[src/rtl/lmcs_pkg.sv]
// Package for the LED matrix column scanner.
// Holds item structs, command and phase codes, and parameter defaults.
// No dependencies.
package lmcs_pkg;

	localparam int COLUMNS_PER_COLOUR_DEF = 16;
	localparam int ROW_BITS_DEF           = 8;
	localparam int TOTAL_COLUMNS          = 32;

	typedef enum logic [1:0] {
		CMD_TICK        = 2'd0,
		CMD_WRITE_RED   = 2'd1,
		CMD_WRITE_GREEN = 2'd2,
		CMD_CLEAR_DONE  = 2'd3
	} command_t;

	typedef enum logic [2:0] {
		PH_LINES_LOW   = 3'd0,
		PH_RESET_RAISE = 3'd1,
		PH_RESET_WAIT  = 3'd2,
		PH_FRAME_START = 3'd3,
		PH_NEXT_COLUMN = 3'd4,
		PH_CLOCK_HIGH  = 3'd5,
		PH_LED_HOLD    = 3'd6,
		PH_RESET_HIGH  = 3'd7
	} phase_t;

	// clock line bits
	localparam int CK1 = 0;
	localparam int CK2 = 1;
	localparam int CK3 = 2;
	localparam int CK4 = 3;

	typedef struct packed {
		logic [1:0] command;
		logic       timer_event;
		logic [3:0] entry_index;
		logic [7:0] entry_value;
	} req_t;

	typedef struct packed {
		logic [7:0] row_pattern;
		logic       counter_clock_1;
		logic       counter_clock_2;
		logic       counter_clock_3;
		logic       counter_clock_4;
		logic       matrix_reset;
		logic       frame_done;
	} rsp_t;

endpackage

[src/rtl/led_matrix_column_scanner.sv]
// LED matrix column scanner: the result is valid in the cycle after item accept.
// Throughput 1 item per cycle when not stalled; every item yields one result, taken from the
// state right after that item's update. The result register stalls the input
// only when it is full and stalled itself. Depends on lmcs_pkg.
// Reset (arst_n low, async): sequencer in lines-low phase, all lines low,
// column 0, all pending and shown stores zero, no result held.
module led_matrix_column_scanner #(
	parameter int COLUMNS_PER_COLOUR = lmcs_pkg::COLUMNS_PER_COLOUR_DEF,
	parameter int ROW_BITS           = lmcs_pkg::ROW_BITS_DEF
) (
	input  logic           clk,
	input  logic           arst_n,
	input  logic           req_valid,
	output logic           req_stall,
	input  lmcs_pkg::req_t req,
	output logic           rsp_valid,
	input  logic           rsp_stall,
	output lmcs_pkg::rsp_t rsp
);

	// Only 8 row bits ever enter or leave, so stores are at most 8 bits wide.
	localparam int RW  = (ROW_BITS < 8) ? ROW_BITS : 8;
	localparam int CIW = $clog2(COLUMNS_PER_COLOUR);

	// ---------------- state ----------------
	lmcs_pkg::phase_t phase_q, phase_d;
	logic [5:0]       col_q, col_d;
	logic             timer_q, timer_d;
	logic [RW-1:0]    row_q, row_d;
	logic [3:0]       clk_lv_q, clk_lv_d;
	logic             rst_lv_q, rst_lv_d;
	logic             done_q, done_d;
	logic             copy;

	logic [RW-1:0] pend_red_q [COLUMNS_PER_COLOUR];
	logic [RW-1:0] pend_grn_q [COLUMNS_PER_COLOUR];
	logic [RW-1:0] show_red_q [COLUMNS_PER_COLOUR];
	logic [RW-1:0] show_grn_q [COLUMNS_PER_COLOUR];

	logic           out_valid_q;
	lmcs_pkg::rsp_t out_q;

	logic     accept;
	logic     tick;
	logic     tp;          // timer flag including this tick's event
	logic     wr_ok;
	logic [4:0]    half;
	logic [CIW-1:0] slot;
	logic [RW-1:0] shown_val;

	// Input is held back only while a result is waiting and stalled.
	assign req_stall = out_valid_q & rsp_stall;
	assign accept    = req_valid & ~req_stall;
	assign tick      = accept && (req.command == lmcs_pkg::CMD_TICK);
	assign tp        = timer_q | req.timer_event;
	assign wr_ok     = ({1'b0, req.entry_index} < 5'(COLUMNS_PER_COLOUR));

	// Slot shown for the current column: even columns red, odd columns green,
	// counting down from the last slot; columns whose pair index reaches the colour size show 0.
	assign half = col_q[5:1];
	assign slot = CIW'(COLUMNS_PER_COLOUR - 1) - half[CIW-1:0];
	always_comb begin
		if (half >= 5'(COLUMNS_PER_COLOUR)) begin
			shown_val = '0;
		end else if (col_q[0]) begin
			shown_val = show_grn_q[slot];
		end else begin
			shown_val = show_red_q[slot];
		end
	end

	// ---------------- sequencer next phase ----------------
	always_comb begin
		phase_d = phase_q;
		if (tick) begin
			case (phase_q)
				lmcs_pkg::PH_LINES_LOW:   phase_d = lmcs_pkg::PH_RESET_RAISE;
				lmcs_pkg::PH_RESET_RAISE: phase_d = lmcs_pkg::PH_RESET_WAIT;
				lmcs_pkg::PH_RESET_WAIT:  if (tp) phase_d = lmcs_pkg::PH_FRAME_START;
				lmcs_pkg::PH_FRAME_START: phase_d = lmcs_pkg::PH_CLOCK_HIGH;
				lmcs_pkg::PH_CLOCK_HIGH:  if (tp) phase_d = lmcs_pkg::PH_LED_HOLD;
				lmcs_pkg::PH_LED_HOLD:    if (tp) phase_d = lmcs_pkg::PH_NEXT_COLUMN;
				lmcs_pkg::PH_NEXT_COLUMN: begin
					if (tp) begin
						if (col_q < 6'(lmcs_pkg::TOTAL_COLUMNS)) begin
							phase_d = lmcs_pkg::PH_CLOCK_HIGH;
						end else begin
							phase_d = lmcs_pkg::PH_RESET_HIGH;
						end
					end
				end
				lmcs_pkg::PH_RESET_HIGH:  if (tp) phase_d = lmcs_pkg::PH_FRAME_START;
				default:                  phase_d = phase_q;
			endcase
		end
	end

	// ---------------- sequencer line and counter updates ----------------
	always_comb begin
		col_d    = col_q;
		timer_d  = timer_q;
		row_d    = row_q;
		clk_lv_d = clk_lv_q;
		rst_lv_d = rst_lv_q;
		done_d   = done_q;
		copy     = 1'b0;
		if (accept && (req.command == lmcs_pkg::CMD_CLEAR_DONE)) begin
			done_d = 1'b0;
		end
		if (tick) begin
			timer_d = tp;
			case (phase_q)
				lmcs_pkg::PH_LINES_LOW: clk_lv_d = '0;
				lmcs_pkg::PH_RESET_RAISE: begin
					rst_lv_d = 1'b1;
					timer_d  = 1'b0;
				end
				lmcs_pkg::PH_RESET_WAIT: if (tp) rst_lv_d = 1'b0;
				lmcs_pkg::PH_FRAME_START: begin
					col_d              = '0;
					copy               = 1'b1;
					timer_d            = 1'b0;
					clk_lv_d[lmcs_pkg::CK3] = 1'b1;
				end
				lmcs_pkg::PH_CLOCK_HIGH: begin
					if (tp) begin
						timer_d  = 1'b0;
						row_d    = shown_val;
						col_d    = col_q + 6'd1;
						rst_lv_d = 1'b0;
						clk_lv_d = '0;
					end
				end
				lmcs_pkg::PH_LED_HOLD: if (tp) timer_d = 1'b0;
				lmcs_pkg::PH_NEXT_COLUMN: begin
					if (tp) begin
						timer_d = 1'b0;
						row_d   = '0;
						if (col_q < 6'(lmcs_pkg::TOTAL_COLUMNS)) begin
							// boundary columns also re-raise the previous clock
							if ((col_q > 6'd0 && col_q <= 6'd7) || col_q == 6'd8)
								clk_lv_d[lmcs_pkg::CK3] = 1'b1;
							if ((col_q > 6'd7 && col_q <= 6'd15) || col_q == 6'd16)
								clk_lv_d[lmcs_pkg::CK4] = 1'b1;
							if ((col_q > 6'd15 && col_q <= 6'd23) || col_q == 6'd24)
								clk_lv_d[lmcs_pkg::CK1] = 1'b1;
							if (col_q > 6'd23 && col_q <= 6'd31)
								clk_lv_d[lmcs_pkg::CK2] = 1'b1;
						end else begin
							done_d   = 1'b1;
							rst_lv_d = 1'b1;
						end
					end
				end
				lmcs_pkg::PH_RESET_HIGH: begin
					if (tp) begin
						timer_d  = 1'b0;
						rst_lv_d = 1'b0;
					end
				end
				default: timer_d = tp;
			endcase
		end
	end

	// ---------------- state registers ----------------
	always_ff @(posedge clk or negedge arst_n) begin
		if (!arst_n) begin
			phase_q  <= lmcs_pkg::PH_LINES_LOW;
			col_q    <= '0;
			timer_q  <= 1'b0;
			row_q    <= '0;
			clk_lv_q <= '0;
			rst_lv_q <= 1'b0;
			done_q   <= 1'b0;
		end else if (accept) begin
			phase_q  <= phase_d;
			col_q    <= col_d;
			timer_q  <= timer_d;
			row_q    <= row_d;
			clk_lv_q <= clk_lv_d;
			rst_lv_q <= rst_lv_d;
			done_q   <= done_d;
		end
	end

	// Pending stores take writes; shown stores copy them at frame start.
	always_ff @(posedge clk or negedge arst_n) begin
		if (!arst_n) begin
			for (int i = 0; i < COLUMNS_PER_COLOUR; i++) begin
				pend_red_q[i] <= '0;
				pend_grn_q[i] <= '0;
				show_red_q[i] <= '0;
				show_grn_q[i] <= '0;
			end
		end else if (accept) begin
			if (req.command == lmcs_pkg::CMD_WRITE_RED && wr_ok)
				pend_red_q[req.entry_index[CIW-1:0]] <= req.entry_value[RW-1:0];
			if (req.command == lmcs_pkg::CMD_WRITE_GREEN && wr_ok)
				pend_grn_q[req.entry_index[CIW-1:0]] <= req.entry_value[RW-1:0];
			if (copy) begin
				for (int i = 0; i < COLUMNS_PER_COLOUR; i++) begin
					show_red_q[i] <= pend_red_q[i];
					show_grn_q[i] <= pend_grn_q[i];
				end
			end
		end
	end

	// ---------------- result register ----------------
	always_ff @(posedge clk or negedge arst_n) begin
		if (!arst_n) begin
			out_valid_q <= 1'b0;
		end else if (accept) begin
			out_valid_q <= 1'b1;
		end else if (!rsp_stall) begin
			out_valid_q <= 1'b0;
		end
	end

	always_ff @(posedge clk) begin
		if (accept) begin
			out_q.row_pattern     <= 8'(row_d);
			out_q.counter_clock_1 <= clk_lv_d[lmcs_pkg::CK1];
			out_q.counter_clock_2 <= clk_lv_d[lmcs_pkg::CK2];
			out_q.counter_clock_3 <= clk_lv_d[lmcs_pkg::CK3];
			out_q.counter_clock_4 <= clk_lv_d[lmcs_pkg::CK4];
			out_q.matrix_reset    <= rst_lv_d;
			out_q.frame_done      <= done_d;
		end
	end

	assign rsp_valid = out_valid_q;
	assign rsp       = out_q;

`ifndef SYNTHESIS
	// A lit row only exists between clock-high and the next blanking.
	a_row_blank: assert property (@(posedge clk) disable iff (!arst_n)
		(row_q != '0) |-> (phase_q == lmcs_pkg::PH_LED_HOLD ||
			phase_q == lmcs_pkg::PH_NEXT_COLUMN))
		else $error("row driven outside LED hold window");

	// Counter reset line is high only in the reset-wait and reset-high phases.
	a_reset_phase: assert property (@(posedge clk) disable iff (!arst_n)
		rst_lv_q |-> (phase_q == lmcs_pkg::PH_RESET_WAIT ||
			phase_q == lmcs_pkg::PH_RESET_HIGH))
		else $error("matrix reset high in wrong phase");

	a_col_range: assert property (@(posedge clk) disable iff (!arst_n)
		col_q <= 6'(lmcs_pkg::TOTAL_COLUMNS))
		else $error("column count past frame end");

	// Every accepted item leaves a result behind.
	a_result: assert property (@(posedge clk) disable iff (!arst_n)
		accept |=> rsp_valid)
		else $error("accepted item produced no result");
`endif

endmodule
[config.mk]
export PLATFORM = sky130hd
export DESIGN_NAME = led_matrix_column_scanner
export DESIGN_NICKNAME = d
export VERILOG_FILES = /design/src/rtl/lmcs_pkg.sv /design/src/rtl/led_matrix_column_scanner.sv
export SDC_FILE = /design/constraint.sdc
export NUM_CORES = 1
export LEC_CHECK = 0
export BUFFER_PORTS_ARGS = -buffer_cell sky130_fd_sc_hd__buf_4
export CORE_ASPECT_RATIO = 0.7
export CORE_UTILIZATION = 40
export CTS_CLUSTER_DIAMETER = 40
export CTS_CLUSTER_SIZE = 20
export DETAILED_ROUTE_END_ITERATION = 8
export SYNTH_ARGS = -nofsm -noshare
export SYNTH_HDL_FRONTEND = slang
export SYNTH_SLANG_ARGS = --single-unit
[constraint.sdc]
create_clock -name clk -period 4.65 [get_ports clk]
set_clock_uncertainty 0.2 [all_clocks]
set_input_delay 0.6975 -clock clk [delete_from_list [all_inputs] [get_ports clk]]
set_output_delay 0.6975 -clock clk [all_outputs]
set_load 0.01 [all_outputs]
==> results of run 1 <==
-- per-stage QoR --
stage | cells | total power, mW | hold slack [ns]
2_1_floorplan | 1496 | 6.83 | 0.202
3_3_place_gp | 2204 | 7.30 | 0.267
3_5_place_dp | 2204 | 7.36 | 0.276
4_1_cts | 2313 | 12.3 | 0.0697
5_1_grt | 2313 | 12.7 | 0.0817
6_report | 2313 | 12.1 | 0.103
-- kinds of logic after synthesis --
logic type | synth area share
XOR/XNOR | 0.000761
AND/OR/NAND/NOR | 0.0347
buffers and inverters | 0.0202
flip-flops | 0.602
multiplexers | 0.309
AO/OA/AOI/OAI | 0.0313
adder cells (fa/ha/maj) | 0.00163
-- per-layer routing --
layer	vias up	global-route usage
met5	-	0
met1	6912	0.305
met4	0	0.0442
li1	5551	-
met2	271	0.264
met3	75	0.0324
-- synth_stat cells, types with 10 or more instances --
library cell / n / area [µm²]
sky130_fd_sc_hd__a21oi_1: 10 / 50.1
sky130_fd_sc_hd__clkbuf_1: 48 / 180
sky130_fd_sc_hd__edfxtp_1: 14 / 420
sky130_fd_sc_hd__o21ai_0: 24 / 120
sky130_fd_sc_hd__nand2b_1: 13 / 81.3
sky130_fd_sc_hd__nand2_1: 47 / 176
sky130_fd_sc_hd__mux4_2: 46 / 1040
sky130_fd_sc_hd__nor2_1: 22 / 82.6
sky130_fd_sc_hd__a221oi_1: 30 / 263
sky130_fd_sc_hd__mux2_2: 530 / 5970
sky130_fd_sc_hd__mux2i_1: 12 / 120
sky130_fd_sc_hd__nand3_1: 12 / 60.1
sky130_fd_sc_hd__dfrtp_1: 537 / 13400
sky130_fd_sc_hd__buf_2: 39 / 195
-- registers in the layout (all words and copies together), names as in the netlist, 3 cells and up --
name	count
clk_lv_q	4
col_q	6
pend_grn_q	128
pend_red_q	128
phase_q	3
row_q	8
rsp	14
show_grn_q	128
show_red_q	128
-- layout make-up --
cell class,instances,area [µm²],area share
flip-flops and latches,551,13900,0.530
multi-input cells,838,8710,0.333
clock buffers,69,1630,0.0622
well taps,750,938,0.0359
repair buffers,57,551,0.0210
clock inverters,39,448,0.0171
inverters,9,33.8,0.00129
-- worst max-delay path by stage --
stage / start / end / slack (ns) / cells after the start
2_1_floorplan: req_valid / pend_red_q[100] / 1.99 / 7
3_3_place_gp: col_q[1] / rsp[3] / 1.35 / 6
3_5_place_dp: col_q[1] / rsp[3] / 1.31 / 6
4_1_cts: col_q[1] / rsp[3] / 1.31 / 6
5_1_grt: col_q[1] / rsp[3] / 1.16 / 6
6_report: col_q[1] / rsp[3] / 1.40 / 6
-- report_power, final --
part | internal [mW] | switching, mW | leakage, nW
clock | 2.76 | 2.11 | 0.998
sequential | 5.48 | 0.407 | 7.45
combinational | 0.756 | 0.621 | 4.09
-- cells in the final DEF (no fill, tap or decap), drive strengths merged, types with 13 or more instances in the layout --
| cell type | instances |
|---|---|
| dfrtp | 537 |
| inv | 21 |
| buf | 56 |
| clkbuf | 69 |
| edfxtp | 14 |
| nor2 | 34 |
| a221oi | 30 |
| clkinv | 17 |
| nand2 | 47 |
| o21ai | 25 |
| mux4 | 46 |
| mux2 | 530 |
| nand2b | 13 |
-- worst max-delay path, stage by stage (launching register included) --
cell and delay (ns):
sky130_fd_sc_hd__dfrtp_4 1.01, sky130_fd_sc_hd__inv_1 0.63, sky130_fd_sc_hd__ha_1 0.37, sky130_fd_sc_hd__nand2b_1 0.12
sky130_fd_sc_hd__mux2_2 0.34, sky130_fd_sc_hd__a32oi_1 0.24, sky130_fd_sc_hd__nand2_1 0.08
==> summary.md, run 1 <==
| Metric | Value |
|---|---|
| Number of max-slew violations in the final report | `0` |
| Total I/O pin count | `35` |
| Leakage power summed over all cells | `12.5 nW` |
| Setup TNS after final layout | `0 ns` |
| Routed length on met1 | `27,800 µm` |
| RSZ-0062 raised after global routing | `no` |
| Critical Setup Path Class | `register to register` |
| DRC marker count from the first detailed-route iteration | `798` |
| Length in cells of the worst reg-to-reg path | `6` |
| Clock tree from TritonCTS | `built` |
| Router iterations before antenna repair | `5` |
| Reg-to-reg endpoint | `rsp[3]` |
| Hold path cells | `2` |
| Placed instance area | `24,100 µm²` |
| Num CTS Buffers | `slightly below 60` |
| Critical Path Fanout Max | `39` |
| Clk Latency, worst-skew pair | `0.59 ns` |
| Count of vias placed by the detailed router | `12,809` |
| Max-capacitance violation count | `0` |
| Slew at the pin with the worst max-slew slack | `between 0.9 and 1 ns` |
| Power density of the placed cells | `464 nW/µm²` |
| Dominant synthesized flop cell | `sky130_fd_sc_hd__dfrtp_1` |
| Antenna violations before repair | `1` |
| Critical path launch point type | `register` |
| Cells after synthesis | `about 1,500` |
| Met3 Routed Length | `2500 µm` |
| Layout overhead on the synthesized area | `13.7%` |
| Maximum number of pins on one net before global-route repair | `107` |
| Vias in the first global route | `13,297` |
| Finished layout cell area | `26,200 µm²` |
| Cell area after synthesis | `23,000 µm²` |
| CORE AREA | `56,800 µm²` |
| Final setup violation count | `0` |
| Synthesized netlist net count | `about 1,500` |
| Worst Setup End Kind | `register` |
| Die outline area | `58,500 µm²` |
| Drt total wl | `54,000 µm` |
| Starting Density | `0.405` |
| Clock slew at reported path FFs | `0.07 ns` |
| Height of the chip | `203 µm` |
| Final Core Density | `0.461` |
| Remaining number of nets flagged by the antenna check after routing | `0` |
| Worst slew margin relative to its limit | `0.395` |
| DRC violations left | `0` |
| Buffer count from post-CTS setup fixing | `0` |
| Routed length per instance | `23.3 µm` |
| Unique cell type count in the Yosys netlist | `56` |
| PostCTS Resize Cnt | `0` |
| R2R Path Start | `col_q[1]` |
| Maximum level of the CTS H-tree | `2` |
| Gr ovfl total | `0` |
| Hold-fix buffers, CTS | `1` |
| Portion of the clock cycle consumed by the worst path in the final layout | `0.698` |
| Type of the worst min-delay path | `input pin to register` |
| Diodes inserted | `0` |
| CP Data Required Time | `4.79 ns` |
| Fill cell count | `4,960` |
| Wire length of the first global-routing pass | `84,100 µm` |
| Share of cells above drive strength 1 | `0.491` |
| Post-synthesis average cell area | `15.4 µm²` |
| Met2 routed wirelength | `22,700 µm` |
| Fraction of registers with async set/reset | `0.975` |
| Die extent in x | `289 µm` |
| TritonCTS Sinks | `551` |
| Global router's overall resource usage | `0.190` |
| Final-stage net count | `1,537` |
| Slack of the worst reg-to-reg path | `1.40 ns` |
| Final worst setup slack | `1.40 ns` |
| Ratio of routed vias to standard cells | `~5.5` |
| Clock period minus final worst setup slack | `3.25 ns` |
| Largest buffer count on any clock path | `3` |
| Root buf cell | `sky130_fd_sc_hd__clkbuf_16` |
| Hold violation count in the final report | `0` |
| Maximum clock frequency | `308 MHz` |
| Highest signal layer in the routed design | `met4` |
| Placed wire-length estimate after detailed placement | `33,300 µm` |
| Portion of the post-synthesis area used by sequential elements | `0.602` |
| Peak supply drop | `0.000318 V` |
| EDFF count, synth | `14` |
| End point of the worst hold path | `rsp_valid` |
| Startpoint of the most critical hold path | `req_valid` |
| Flip-flop and latch count after synthesis | `551` |
| Placement row count | `73` |
| Global placement routability congestion | `0.777` |
| Outcome | `complete, no violations` |
| Port Buffers | `34` |
| Worst path arrival time | `between 3 and 4 ns` |
| Syn. warnings | `0` |
| Post-Place Worst Slack | `1.31 ns` |
Power figures use the tool's default switching activity.
==> run 2: changes to the inputs <==
- clock period: 4.65 -> 3.37 ns (I/O delays scaled with it)
==> run 2 against run 1 <==
Against the previous run:
- combinational power is 41% higher
- setup slack worse by 0.95 ns
- wire length rose by 1.2%
- first-iteration DRC count grew 11%
- fmax increased by 11%
- global-route usage rose by 0.23 points
- count of clock-buffer cells in the layout shrank 2
- largest cell class unchanged
- final cell count up 1.3%
- via count grew 1.0%
==> summary.md, run 2 (synthesis results as in run 1) <==
| Metric | Value |
|---|---|
| Outcome | `complete, no violations (unchanged)` |
| Worst path buffer plus inverter count | `0 (was 1)` |
| Final worst setup slack | `0.455 ns (was 1.40 ns)` |
| Ordered cell list for the critical path | `nor2_1 -> a221oi_1 -> o21ai_0 -> o311ai_0 -> nand3_1 (was inv_1 -> ha_1 -> nand2b_1 -> mux2_2 -> a32oi_1 -> nand2_1)` |
| Slack of the worst reg-to-reg path | `0.45 ns (was 1.40 ns)` |
| Most frequent cells in the layout | `534 x sky130_fd_sc_hd__dfrtp_1, 530 x sky130_fd_sc_hd__mux2_2, 68 x sky130_fd_sc_hd__buf_4 (was 534 x sky130_fd_sc_hd__dfrtp_1, 530 x sky130_fd_sc_hd__mux2_2, 62 x sky130_fd_sc_hd__clkbuf_16)` |
| Slew at the pin with the worst max-slew slack | `1.20 ns (was 0.908 ns)` |
| Height of the chip | `203 µm (unchanged)` |
| Die outline area | `58,500 µm² (unchanged)` |
| Routed length per instance | `23.3 µm (about the same)` |
| Buffer count from post-CTS setup fixing | `0 (unchanged)` |
| Type of the worst min-delay path | `input pin to register (unchanged)` |
| Remaining number of nets flagged by the antenna check after routing | `0 (unchanged)` |
| TritonCTS Sinks | `551 (unchanged)` |
| Worst path arrival time | `3.17 ns (was 3.39 ns)` |
| Slowest cell on the critical path | `sky130_fd_sc_hd__nor2_1 (was sky130_fd_sc_hd__dfrtp_4)` |
| Maximum clock frequency | `343 MHz (was 308 MHz)` |
| Starting Density | `0.405 (unchanged)` |
| Share of cells above drive strength 1 | `0.498 (was 0.491)` |
| DRC marker count from the first detailed-route iteration | `886 (was 798)` |
| Leading cell type in the layout, fill and taps excluded | `sky130_fd_sc_hd__dfrtp_1 (unchanged)` |
| Hold violation count in the final report | `0 (unchanged)` |
| Antenna violations before repair | `1 (unchanged)` |
| Clock tree from TritonCTS | `built (unchanged)` |
| Final-stage net count | `1,565 (was 1,537)` |
| Setup TNS after final layout | `0 ns (unchanged)` |
| Startpoint of the most critical hold path | `rsp_stall (was req_valid)` |
| Critical Setup Path Class | `register to register (unchanged)` |
| Peak supply drop | `0.000375 V (was 0.000318 V)` |
| Power density of the placed cells | `641 nW/µm² (was 464 nW/µm²)` |
| Critical path launch point type | `register (unchanged)` |
| Final setup violation count | `0 (unchanged)` |
| Global placement routability congestion | `0.809 (was 0.777)` |
| R2R Path Start | `col_q[2] (was col_q[1])` |
| Max-capacitance violation count | `0 (unchanged)` |
| Router iterations before antenna repair | `4 (was 5)` |
| Ratio of routed vias to standard cells | `5.52 (was 5.54)` |
| Gr ovfl total | `0 (unchanged)` |
| Maximum number of pins on one net before global-route repair | `94 (was 107)` |
| Critical Path Fanout Max | `17 (was 39)` |
| Largest buffer count on any clock path | `3 (unchanged)` |
| Portion of the clock cycle consumed by the worst path in the final layout | `0.865 (was 0.698)` |
| Maximum level of the CTS H-tree | `2 (unchanged)` |
| Worst Setup End Kind | `register (unchanged)` |
| Clk Latency, worst-skew pair | `0.62 ns (was 0.59 ns)` |
| Vias in the first global route | `13,508 (was 13,297)` |
| Count of vias placed by the detailed router | `12,938 (was 12,809)` |
| Wire length of the first global-routing pass | `84,800 µm (was 84,100 µm)` |
| CP Data Required Time | `3.63 ns (was 4.79 ns)` |
| Hold path cells | `3 (was 2)` |
| RSZ-0062 raised after global routing | `no (unchanged)` |
| DRC violations left | `0 (unchanged)` |
| Clock period minus final worst setup slack | `2.92 ns (was 3.25 ns)` |
| Layout overhead on the synthesized area | `15.0% (was 13.7%)` |
| Port Buffers | `34 (unchanged)` |
| CORE AREA | `56,800 µm² (unchanged)` |
| Placed wire-length estimate after detailed placement | `35,200 µm (was 33,300 µm)` |
| Number of max-slew violations in the final report | `0 (unchanged)` |
| Reg-to-reg endpoint | `rsp[8] (was rsp[3])` |
| CP top delay family | `simple AND/OR/NAND/NOR gates (was flip-flops)` |
| Drt total wl | `54,600 µm (was 54,000 µm)` |
| Placement row count | `73 (unchanged)` |
| Cell count along the critical path | `5 (was 6)` |
| Worst slew margin relative to its limit | `0.196 (was 0.395)` |
| Root buf cell | `sky130_fd_sc_hd__clkbuf_16 (unchanged)` |
| Post-Place Worst Slack | `0.569 ns (was 1.31 ns)` |
| Global router's overall resource usage | `0.192 (was 0.190)` |
| Length in cells of the worst reg-to-reg path | `5 (was 6)` |
| Clock slew at reported path FFs | `0.06 ns (was 0.07 ns)` |
| Num CTS Buffers | `58 (unchanged)` |
| End point of the worst hold path | `rsp_valid (unchanged)` |
| Total I/O pin count | `35 (unchanged)` |
| Leakage power summed over all cells | `12.7 nW (was 12.5 nW)` |
| Largest incremental delay on the critical path | `0.94 ns (was 1.01 ns)` |
| Die extent in x | `289 µm (unchanged)` |
==> run 2: stage by stage <==
| step | cells | area (µm²) | utilization | power [mW] | hold slack (ns) |
|---|---|---|---|---|---|
| 2_1_floorplan | 1496 | 23000 | - | 9.43 | 0.00991 |
| 3_3_place_gp | 2230 | 24300 | 0.428 | 10.1 | 0.270 |
| 3_5_place_dp | 2230 | 24300 | 0.428 | 10.2 | 0.268 |
| 4_1_cts | 2343 | 26500 | 0.466 | 17.2 | 0.00263 |
| 5_1_grt | 2344 | 26500 | 0.466 | 17.7 | 0.0290 |
| 6_report | 2344 | 26500 | 0.466 | 17.0 | 0.0357 |
==> run 2: cell type report <==
class                           count  area, µm²
Inverter                            9       33.8
Fill cell                        4916      30300
Clock inverter                     43        561
Timing Repair Buffer               85        816
Clock buffer                       67       1560
Tap cell                          750        938
Antenna cell                        1       2.50
Sequential cell                   551      13900
Multi-Input combinational cell    838       8710
==> run 2: layer usage <==
metal / track usage / vias up / routed length (µm)
li1: - / 5634 / -
met1: 0.299 / 6968 / 27300
met2: 0.274 / 250 / 23400
met4: 0.0555 / 0 / 1270
met5: 0 / - / 0
met3: 0.0331 / 86 / 2650
==> run 2: what timing repair did <==
| action | 4_1_cts | 5_1_grt |
|---|---|---|
| hold buffers | 3 | 0 |
| resized for setup | 0 | 0 |
| hold endpoints to repair | 63 | 0 |
==> run 2: power by group <==
part / internal (mW) / switching (mW) / leakage [nW]
clock: 3.93 / 2.98 / 1.03
combinational: 1.07 / 0.877 / 4.24
sequential: 7.56 / 0.549 / 7.45
total: 12.6 / 4.41 / 12.7
==> run 2: worst max-delay path by stage <==
stage	start	endpoint	slack, ns
final	col_q[2]	rsp[8]	0.45
after global routing	col_q[2]	rsp[12]	0.43
after CTS	col_q[2]	rsp[8]	0.60
after detailed placement	rsp_stall	pend_grn_q[16]	0.57
after global placement	req[12]	rsp[9]	0.55
after floorplan	req_valid	pend_red_q[100]	0.90
==> run 2: worst reg2reg max path, delay by kind of cell, from the launching register on <==
family | cells | cell delay [ns]
AOI/OAI and AO/OA | 3 | 0.81
DFF | 1 | 0.60
and+or+nand+nor | 2 | 1.15
